[src/kpc_pkg.sv]
// kpc_pkg: types and constants shared by the key press classifier.
// No dependencies.
`default_nettype none

package kpc_pkg;

  localparam int unsigned TIME_W     = 16;
  localparam int unsigned ELAPSED_W  = 8;
  localparam int unsigned LEVEL_W    = 2;
  localparam int unsigned KEY_IDX_W  = 4;
  localparam int unsigned CFG_IDX_W  = 4;
  localparam int unsigned RES_DEPTH  = 2;

  localparam logic [CFG_IDX_W-1:0] CFG_SHORT_TIME = CFG_IDX_W'(0);
  localparam logic [CFG_IDX_W-1:0] CFG_LONG_TIME  = CFG_IDX_W'(1);

  localparam logic [TIME_W-1:0] SHORT_TIME_RST = TIME_W'(50);
  localparam logic [TIME_W-1:0] LONG_TIME_RST  = TIME_W'(1000);

  typedef enum logic {
    MODE_TICK = 1'b0,
    MODE_READ = 1'b1
  } mode_e;

  typedef enum logic [1:0] {
    PS_OFF  = 2'd0,
    PS_NEW  = 2'd1,
    PS_LONG = 2'd2
  } press_e;

  typedef enum logic [1:0] {
    EV_NONE    = 2'd0,
    EV_SHORT   = 2'd1,
    EV_LONG    = 2'd2,
    EV_RELEASE = 2'd3
  } ev_e;

  typedef struct packed {
    logic [TIME_W-1:0] short_time_ms;
    logic [TIME_W-1:0] long_time_ms;
  } cfg_t;

  typedef struct packed {
    logic                 tick;
    logic                 clr;
    logic                 down;
    logic [ELAPSED_W-1:0] elapsed_ms;
  } lane_ctrl_t;

  typedef struct packed {
    ev_e  event_res;
    logic index_error;
  } res_t;

endpackage

`default_nettype wire

[src/kpc_if.sv]
// Valid/ready channel interfaces: input items, result items, config writes.
// Depends on nothing.
`default_nettype none

interface kpc_in_if;
  logic       valid;
  logic       ready;
  logic       mode;
  logic [1:0] key_levels;
  logic [7:0] elapsed_ms;
  logic [3:0] key_index;

  modport source (output valid, mode, key_levels, elapsed_ms, key_index, input ready);
  modport sink   (input valid, mode, key_levels, elapsed_ms, key_index, output ready);
endinterface

interface kpc_out_if;
  logic       valid;
  logic       ready;
  logic [1:0] event_res;
  logic       index_error;

  modport source (output valid, event_res, index_error, input ready);
  modport sink   (input valid, event_res, index_error, output ready);
endinterface

interface kpc_cfg_if;
  logic        valid;
  logic        ready;
  logic [3:0]  index;
  logic [15:0] data;

  modport source (output valid, index, data, input ready);
  modport sink   (input valid, index, data, output ready);
endinterface

`default_nettype wire

[src/kpc_lane.sv]
// kpc_lane: per-key press state, latched event and saturating hold timer.
// Depends on kpc_pkg.
`default_nettype none

module kpc_lane
  import kpc_pkg::*;
(
  input  wire logic       clk_i,
  input  wire logic       rst_ni,
  input  wire cfg_t       cfg_i,
  input  wire lane_ctrl_t ctrl_i,
  output ev_e             event_o
);

  press_e            state_q, state_d;
  ev_e               event_q, event_d;
  logic [TIME_W-1:0] hold_q, hold_d;
  logic [TIME_W:0]   sum;
  logic [TIME_W-1:0] hold_sat;

  always_comb begin
    sum      = {1'b0, hold_q} + {{(TIME_W+1-ELAPSED_W){1'b0}}, ctrl_i.elapsed_ms};
    hold_sat = sum[TIME_W] ? '1 : sum[TIME_W-1:0];
    state_d  = state_q;
    event_d  = event_q;
    hold_d   = hold_q;
    if (ctrl_i.tick) begin
      hold_d = hold_sat;
      case (state_q)
        PS_OFF: begin
          if (ctrl_i.down) begin
            hold_d  = '0;
            state_d = PS_NEW;
          end
        end
        PS_NEW: begin
          if (ctrl_i.down) begin
            if (hold_sat > cfg_i.long_time_ms) begin
              state_d = PS_LONG;
              event_d = EV_LONG;
            end
          end else begin
            if (hold_sat > cfg_i.short_time_ms) begin
              event_d = EV_SHORT;
            end
            state_d = PS_OFF;
          end
        end
        PS_LONG: begin
          if (ctrl_i.down) begin
            event_d = EV_LONG;
          end else begin
            state_d = PS_OFF;
            event_d = EV_RELEASE;
          end
        end
        default: begin
          state_d = PS_OFF;
          event_d = EV_NONE;
        end
      endcase
    end else if (ctrl_i.clr) begin
      event_d = EV_NONE;
    end
  end

  always_ff @(posedge clk_i or negedge rst_ni) begin
    if (!rst_ni) begin
      state_q <= PS_OFF;
      event_q <= EV_NONE;
      hold_q  <= '0;
    end else begin
      state_q <= state_d;
      event_q <= event_d;
      hold_q  <= hold_d;
    end
  end

  assign event_o = event_q;

endmodule

`default_nettype wire

[src/kpc_merge.sv]
// kpc_merge: selects the read key's event from the lanes and queues the
// result item in a two-entry output buffer. Depends on kpc_pkg, kpc_if.
`default_nettype none

module kpc_merge
  import kpc_pkg::*;
#(
  parameter int unsigned KEY_COUNT = 2
) (
  input  wire logic                 clk_i,
  input  wire logic                 rst_ni,
  input  wire logic                 push_i,
  input  wire logic                 mode_i,
  input  wire logic [KEY_IDX_W-1:0] key_index_i,
  input  wire ev_e                  lane_event_i [KEY_COUNT],
  output logic                      ready_o,
  kpc_out_if.source                 out_o
);

  localparam int unsigned CNT_W = $clog2(RES_DEPTH + 1);
  localparam int unsigned PTR_W = $clog2(RES_DEPTH);

  res_t             ent_q [RES_DEPTH];
  logic [PTR_W-1:0] wr_ptr_q, rd_ptr_q;
  logic [CNT_W-1:0] cnt_q;
  logic             pop;
  logic             in_range;
  ev_e              sel_event;
  res_t             res;

  always_comb begin
    sel_event = EV_NONE;
    for (int unsigned k = 0; k < KEY_COUNT; k++) begin
      if (key_index_i == KEY_IDX_W'(k)) begin
        sel_event = lane_event_i[k];
      end
    end
    in_range = {1'b0, key_index_i} < (KEY_IDX_W+1)'(KEY_COUNT);
    res.event_res   = EV_NONE;
    res.index_error = 1'b0;
    if (mode_i == MODE_READ) begin
      if (in_range) begin
        res.event_res = sel_event;
      end else begin
        res.index_error = 1'b1;
      end
    end
  end

  assign ready_o = cnt_q != CNT_W'(RES_DEPTH);
  assign pop     = out_o.valid && out_o.ready;

  always_ff @(posedge clk_i) begin
    if (push_i) begin
      ent_q[wr_ptr_q] <= res;
    end
  end

  always_ff @(posedge clk_i or negedge rst_ni) begin
    if (!rst_ni) begin
      wr_ptr_q <= '0;
      rd_ptr_q <= '0;
      cnt_q    <= '0;
    end else begin
      if (push_i) begin
        wr_ptr_q <= wr_ptr_q + PTR_W'(1);
      end
      if (pop) begin
        rd_ptr_q <= rd_ptr_q + PTR_W'(1);
      end
      cnt_q <= cnt_q + CNT_W'(push_i) - CNT_W'(pop);
    end
  end

  assign out_o.valid       = cnt_q != '0;
  assign out_o.event_res   = ent_q[rd_ptr_q].event_res;
  assign out_o.index_error = ent_q[rd_ptr_q].index_error;

endmodule

`default_nettype wire

[src/key_press_classifier.sv]
// key_press_classifier: one lane per key updates on tick items; reads select
// and clear one lane's event. Results are registered into the result buffer
// on accept. Throughput 1 item per cycle while that buffer is not full; the
// two-entry buffer keeps input open while one result waits. Reset clears all key
// state, thresholds to 50/1000. Depends on kpc_pkg, kpc_if, kpc_lane, kpc_merge.
`default_nettype none

module key_press_classifier
  import kpc_pkg::*;
#(
  parameter int unsigned KEY_COUNT = 2
) (
  input  wire logic clk_i,
  input  wire logic rst_ni,
  kpc_cfg_if.sink   cfg_i,
  kpc_in_if.sink    in_i,
  kpc_out_if.source out_o
);

  cfg_t       cfg_q;
  logic       accept;
  logic       merge_ready;
  lane_ctrl_t lane_ctrl [KEY_COUNT];
  ev_e        lane_event [KEY_COUNT];

  assign cfg_i.ready = 1'b1;

  always_ff @(posedge clk_i or negedge rst_ni) begin
    if (!rst_ni) begin
      cfg_q.short_time_ms <= SHORT_TIME_RST;
      cfg_q.long_time_ms  <= LONG_TIME_RST;
    end else if (cfg_i.valid) begin
      case (cfg_i.index)
        CFG_SHORT_TIME: cfg_q.short_time_ms <= cfg_i.data;
        CFG_LONG_TIME:  cfg_q.long_time_ms  <= cfg_i.data;
        default: begin
        end
      endcase
    end
  end

  assign in_i.ready = merge_ready;
  assign accept     = in_i.valid && merge_ready;

  for (genvar k = 0; k < KEY_COUNT; k++) begin : g_lane
    logic down;
    if (k < LEVEL_W) begin : g_lvl
      assign down = in_i.key_levels[k];
    end else begin : g_nolvl
      assign down = 1'b0;
    end

    assign lane_ctrl[k].tick       = accept && (in_i.mode == MODE_TICK);
    assign lane_ctrl[k].clr        = accept && (in_i.mode == MODE_READ) &&
                                     (in_i.key_index == KEY_IDX_W'(k));
    assign lane_ctrl[k].down       = down;
    assign lane_ctrl[k].elapsed_ms = in_i.elapsed_ms;

    kpc_lane u_lane (
      .clk_i   (clk_i),
      .rst_ni  (rst_ni),
      .cfg_i   (cfg_q),
      .ctrl_i  (lane_ctrl[k]),
      .event_o (lane_event[k])
    );
  end

  kpc_merge #(
    .KEY_COUNT (KEY_COUNT)
  ) u_merge (
    .clk_i        (clk_i),
    .rst_ni       (rst_ni),
    .push_i       (accept),
    .mode_i       (in_i.mode),
    .key_index_i  (in_i.key_index),
    .lane_event_i (lane_event),
    .ready_o      (merge_ready),
    .out_o        (out_o)
  );

  a_read_clears: assert property (@(posedge clk_i) disable iff (!rst_ni)
    lane_ctrl[0].clr |=> lane_event[0] == EV_NONE)
    else $error("read did not clear key event");

  a_full_has_result: assert property (@(posedge clk_i) disable iff (!rst_ni)
    !in_i.ready |-> out_o.valid)
    else $error("input stalled with no pending result");

  a_err_no_event: assert property (@(posedge clk_i) disable iff (!rst_ni)
    out_o.valid && out_o.index_error |-> out_o.event_res == EV_NONE)
    else $error("index error result carries an event");

  a_tick_result: assert property (@(posedge clk_i) disable iff (!rst_ni)
    accept && (in_i.mode == MODE_TICK) && !out_o.valid |=>
      out_o.valid && out_o.event_res == EV_NONE && !out_o.index_error)
    else $error("tick result not empty");

endmodule

`default_nettype wire

[src/flat_wrapper.sv]
// flat-port wrapper written by rule: the top's interface ports become plain ports
module key_press_classifier_flat import kpc_pkg::*;
#(
  parameter int unsigned KEY_COUNT = 2
)
  (clk_i, rst_ni, cfg_i_valid, cfg_i_index, cfg_i_data, cfg_i_ready, in_i_valid, in_i_mode, in_i_key_levels, in_i_elapsed_ms, in_i_key_index, in_i_ready, out_o_valid, out_o_event_res, out_o_index_error, out_o_ready);
  kpc_cfg_if cfg_i_i ();
  kpc_in_if in_i_i ();
  kpc_out_if out_o_i ();
  input  wire logic clk_i;
  input  wire logic rst_ni;
  input wire logic [$bits(cfg_i_i.valid)-1:0] cfg_i_valid;
  input wire logic [$bits(cfg_i_i.index)-1:0] cfg_i_index;
  input wire logic [$bits(cfg_i_i.data)-1:0] cfg_i_data;
  output wire logic [$bits(cfg_i_i.ready)-1:0] cfg_i_ready;
  input wire logic [$bits(in_i_i.valid)-1:0] in_i_valid;
  input wire logic [$bits(in_i_i.mode)-1:0] in_i_mode;
  input wire logic [$bits(in_i_i.key_levels)-1:0] in_i_key_levels;
  input wire logic [$bits(in_i_i.elapsed_ms)-1:0] in_i_elapsed_ms;
  input wire logic [$bits(in_i_i.key_index)-1:0] in_i_key_index;
  output wire logic [$bits(in_i_i.ready)-1:0] in_i_ready;
  output wire logic [$bits(out_o_i.valid)-1:0] out_o_valid;
  output wire logic [$bits(out_o_i.event_res)-1:0] out_o_event_res;
  output wire logic [$bits(out_o_i.index_error)-1:0] out_o_index_error;
  input wire logic [$bits(out_o_i.ready)-1:0] out_o_ready;
  assign cfg_i_i.valid = cfg_i_valid;
  assign cfg_i_i.index = cfg_i_index;
  assign cfg_i_i.data = cfg_i_data;
  assign cfg_i_ready = cfg_i_i.ready;
  assign in_i_i.valid = in_i_valid;
  assign in_i_i.mode = in_i_mode;
  assign in_i_i.key_levels = in_i_key_levels;
  assign in_i_i.elapsed_ms = in_i_elapsed_ms;
  assign in_i_i.key_index = in_i_key_index;
  assign in_i_ready = in_i_i.ready;
  assign out_o_valid = out_o_i.valid;
  assign out_o_event_res = out_o_i.event_res;
  assign out_o_index_error = out_o_i.index_error;
  assign out_o_i.ready = out_o_ready;
  key_press_classifier #(.KEY_COUNT(KEY_COUNT)) u_core (.clk_i(clk_i), .rst_ni(rst_ni), .cfg_i(cfg_i_i), .in_i(in_i_i), .out_o(out_o_i));
endmodule
[config.mk]
export PLATFORM = sky130hd
export DESIGN_NAME = key_press_classifier_flat
export DESIGN_NICKNAME = d
export VERILOG_FILES = /design/src/kpc_pkg.sv /design/src/kpc_if.sv /design/src/kpc_lane.sv /design/src/kpc_merge.sv /design/src/key_press_classifier.sv /design/src/flat_wrapper.sv
export SDC_FILE = /design/constraint.sdc
export NUM_CORES = 1
export LEC_CHECK = 0
export BUFFER_PORTS_ARGS = -buffer_cell sky130_fd_sc_hd__buf_2
export CORE_MARGIN = 1.5
export CORE_UTILIZATION = 56
export DETAILED_ROUTE_END_ITERATION = 7
export PLACE_DENSITY = 0.78
export SYNTH_ARGS = -nofsm -noshare
export SYNTH_HDL_FRONTEND = slang
export SYNTH_SLANG_ARGS = --single-unit
[constraint.sdc]
create_clock -name clk_i -period 4.4 [get_ports clk_i]
set_input_delay 0.88 -clock clk_i [delete_from_list [all_inputs] [get_ports clk_i]]
set_output_delay 0.88 -clock clk_i [all_outputs]
set_load 0.01 [all_outputs]
==> impl_metrics.json <==
{
  "hp-class": "flip-flop to flip-flop",
  "endpoint_kind": "flip-flop",
  "rsz0062_at_grt": "yes",
  "crit_buf_inv": 2,
  "final_area_um2": 7780,
  "synth_edf_count": 6,
  "grt_pass1_vias": 5815,
  "ys_seq_elements": 82,
  "syn_avg_cell_area_um2": 9.08,
  "p_switching_mw": 1.98,
  "cts_sinks": 82,
  "relSlewSlack": 0.341,
  "reg2reg_depth": 16,
  "min_period_ps": 4390,
  "grt_start_max_net_pins": 77,
  "synth_area_um2": 6390,
  "timing.rr.start": "u_core.g_lane[0].u_lane.hold_q[0]",
  "rrSetupSlack_ps": 220,
  "ant_nets": 0,
  "die-area_um2": 12100,
  "ys_types": 64,
  "crit_path_cell_trace": "buf_8, ha_4, fa_2, a21o_1, a21oi_2, o211ai_1, nand2_1, buf_6, nor2_4, mux2_4, ha_4, nand4_1, or4_4, or2_4, o31a_1, or4b_1, o211ai_1",
  "cts_tree": "built",
  "cap_violations": 0,
  "antenna_found_initial": 0,
  "critPathKind": "input port to flip-flop",
  "slowest_stage": "or4_4",
  "crit_start": "in_i_elapsed_ms[0]",
  "finalSetupViolations": 0,
  "areaGrowthSynthToFinish_pct": 21.9,
  "startpoint_type": "input port",
  "post_drt_wl_per_cell_um": 19.1,
  "fin_crit_sh": 0.997,
  "worst_ep_required_time_ps": 4670,
  "power_density_nw_per_um2": 602,
  "synth_top_area_frac": 0.263,
  "leakagePower_nw": 3.69,
  "fp-row-count": 38,
  "crit_path_end": "u_core.g_lane[0].u_lane.event_o[1]",
  "crit_cells": 17,
  "routed_via_density": 6.26,
  "sw_frac_of_total": 0.423,
  "cpPeakStageDelay_ps": 550,
  "internal-power_mw": 2.71,
  "clkTransAtPathRegs_ps": 70,
  "io_pins": 46,
  "via_count": 5987,
  "crit_family": "simple AND/OR/NAND/NOR gates",
  "initial_core_util": 0.581,
  "cts_buffers": 9,
  "grt_usage": 0.313,
  "clock_skew_ps": 10.5,
  "yosys_warnings": 0,
  "drc": 0,
  "synth.largest_area_cell": "dfrtp_1",
  "fmax_mhz": 228,
  "dr.first_iter.drc_count": 531,
  "die_w_um": 110,
  "diodes": 0,
  "finalMaxSlewViolations": 0,
  "synthArstFlopShare": 0.927,
  "cts-root-buf": "clkbuf_16",
  "cp_max_fo": 5,
  "die_h_um": 110,
  "syn_inst": 703,
  "final_common_cell": "ha_1",
  "clockBufferDepth": 2,
  "hold_viol": 0,
  "clock_latency_ps": 350,
  "peakVddDrop_mv": 0.356,
  "grt.overflow.total": 0,
  "layout.cells.most_common_list": "ha_1, nand2_1, buf_4, dfrtp_1, inv_1",
  "dr.pass1.iters": 6,
  "gp_congestion": 0.964,
  "synth.area.top_cells": "dfrtp_1, ha_1, mux2_2",
  "dp_cells": 933,
  "cts_max_level": 3,
  "layout-drive-gt1-share": 0.252,
  "drt_wl_total_mm": 18.3,
  "place_hpwl_mm": 14.1,
  "fin_nets": 941,
  "core_um2": 11000,
  "seqPwrFrac": 0.241,
  "stdcell_count": 956,
  "r2r-end": "u_core.g_lane[0].u_lane.event_o[1]",
  "seq_area_frac_synth": 0.328,
  "synth-main-ff-cell": "dfrtp_1",
  "port_buffers": 44,
  "tightest_slew_ps": 989,
  "synth_nets": 833,
  "p_comb_frac": 0.586,
  "clockPowerShare": 0.173,
  "placed_cell_area_um2": 7280,
  "status": "complete, no violations",
  "arrival_ps": 4650,
  "grt_first_pass_wirelength_mm": 28.6
}
worst min-delay path, cell delays in order (launching register included):
cell     delay, ps
dfrtp_1        340
nand2_1         50
o21ai_0         60
registers in the layout (all words and copies together) (netlist names):
signal                        cells
u_core.u_merge.wr_ptr_q           1
u_core.u_merge.cnt_q              2
u_core.g_lane.u_lane.event_o      4
u_core.g_lane.u_lane.hold_q      32
u_core.cfg_q                     32
u_core.u_merge.ent_q              6
u_core.g_lane.u_lane.state_q      4
u_core.u_merge.rd_ptr_q           1
cells in the mapped netlist, types with 4 or more instances:
library cell	count
nand3_1	15
inv_1	50
mux2i_1	4
nand2_1	80
o21ai_0	43
mux2_2	28
nor4_1	7
a41oi_1	5
dfstp_2	9
a22o_1	17
ha_1	88
and3_1	9
o21a_1	6
and2_1	6
or3_1	4
a21o_1	14
clkbuf_1	21
nand2b_1	9
nor2b_1	8
xnor2_1	12
nor3_1	14
o211ai_1	10
edfxtp_1	6
a211oi_1	8
nor2_1	27
xor2_1	10
a21oi_1	47
dfrtp_1	67
nand4_1	20
logic make-up (layout without fill, tap and decap cells):
kind of cell	after synthesis	after routing	synth area share
muxes	32	32	0.0556
DFF	82	82	0.328
xor gates and xnor gates	22	22	0.0302
other	1	1	0.000587
buffers and inverters	74	187	0.0447
AOI/OAI and AO/OA	190	190	0.198
adders and majority gates	90	90	0.179
and+or+nand+nor	212	212	0.165
how the worst min path moves through the flow:
stage,startpoint,end,slack (ps),cells past startpoint
detailed placement,u_core.g_lane[1].u_lane.hold_q[0],u_core.g_lane[1].u_lane.hold_q[0],480,2
global placement,u_core.g_lane[1].u_lane.hold_q[0],u_core.g_lane[1].u_lane.hold_q[0],480,2
global route,u_core.g_lane[0].u_lane.hold_q[3],u_core.g_lane[0].u_lane.hold_q[3],520,1
finish,u_core.g_lane[1].u_lane.hold_q[0],u_core.g_lane[1].u_lane.hold_q[0],490,2
floorplan,u_core.g_lane[1].u_lane.hold_q[0],u_core.g_lane[1].u_lane.hold_q[0],450,2
CTS,u_core.g_lane[1].u_lane.hold_q[0],u_core.g_lane[1].u_lane.hold_q[0],490,2
final cells by class:
class                           instances  area, um2
Multi-Input combinational cell        547       4210
Sequential cell                        82       2090
Tap cell                              140        175
Clock buffer                           11        233
Inverter                               51        191
Fill cell                             827       3200
Timing Repair Buffer                  120        807
Clock inverter                          5       78.8
power by group through the flow:
stage | registers [mW] | clock network [mW] | logic (mW)
final | 1.13 | 0.810 | 2.75
after global routing | 1.16 | 0.844 | 3.01
after CTS | 1.13 | 0.813 | 2.61
after detailed placement | 1.14 | 0 | 2.57
after global placement | 1.12 | 0 | 2.46
after floorplan | 1.08 | 0 | 1.68
through the flow:
step                power, mW   util  setup slack [ps]  setup TNS, ps  hold slack [ps]
floorplan                2.76      -             -27.9          -27.9              454
global placement         3.59  0.663              -283          -1280              481
detailed placement       3.71  0.663              -389          -1990              475
CTS                      4.55  0.693              26.0              0              489
global route             5.01  0.709             -56.8          -59.7              522
finish                   4.69  0.709              12.5              0              487
per-layer routing:
metal	vias to the layer above	GRT usage	wire, um
met1	2892	0.395	7830
li1	2812	-	-
met5	-	0.0446	62
met2	236	0.520	8650
met3	45	0.0688	1220
met4	2	0.114	501
repair_timing:
action,4_1_cts,5_1_grt
setup endpoints to repair,3,6
pin swaps,4,26
buffers inserted,1,6
hold buffers,0,0
gates cloned,0,0
gates resized for setup,3,31
No activity file was read; power rests on OpenSTA's default activity.
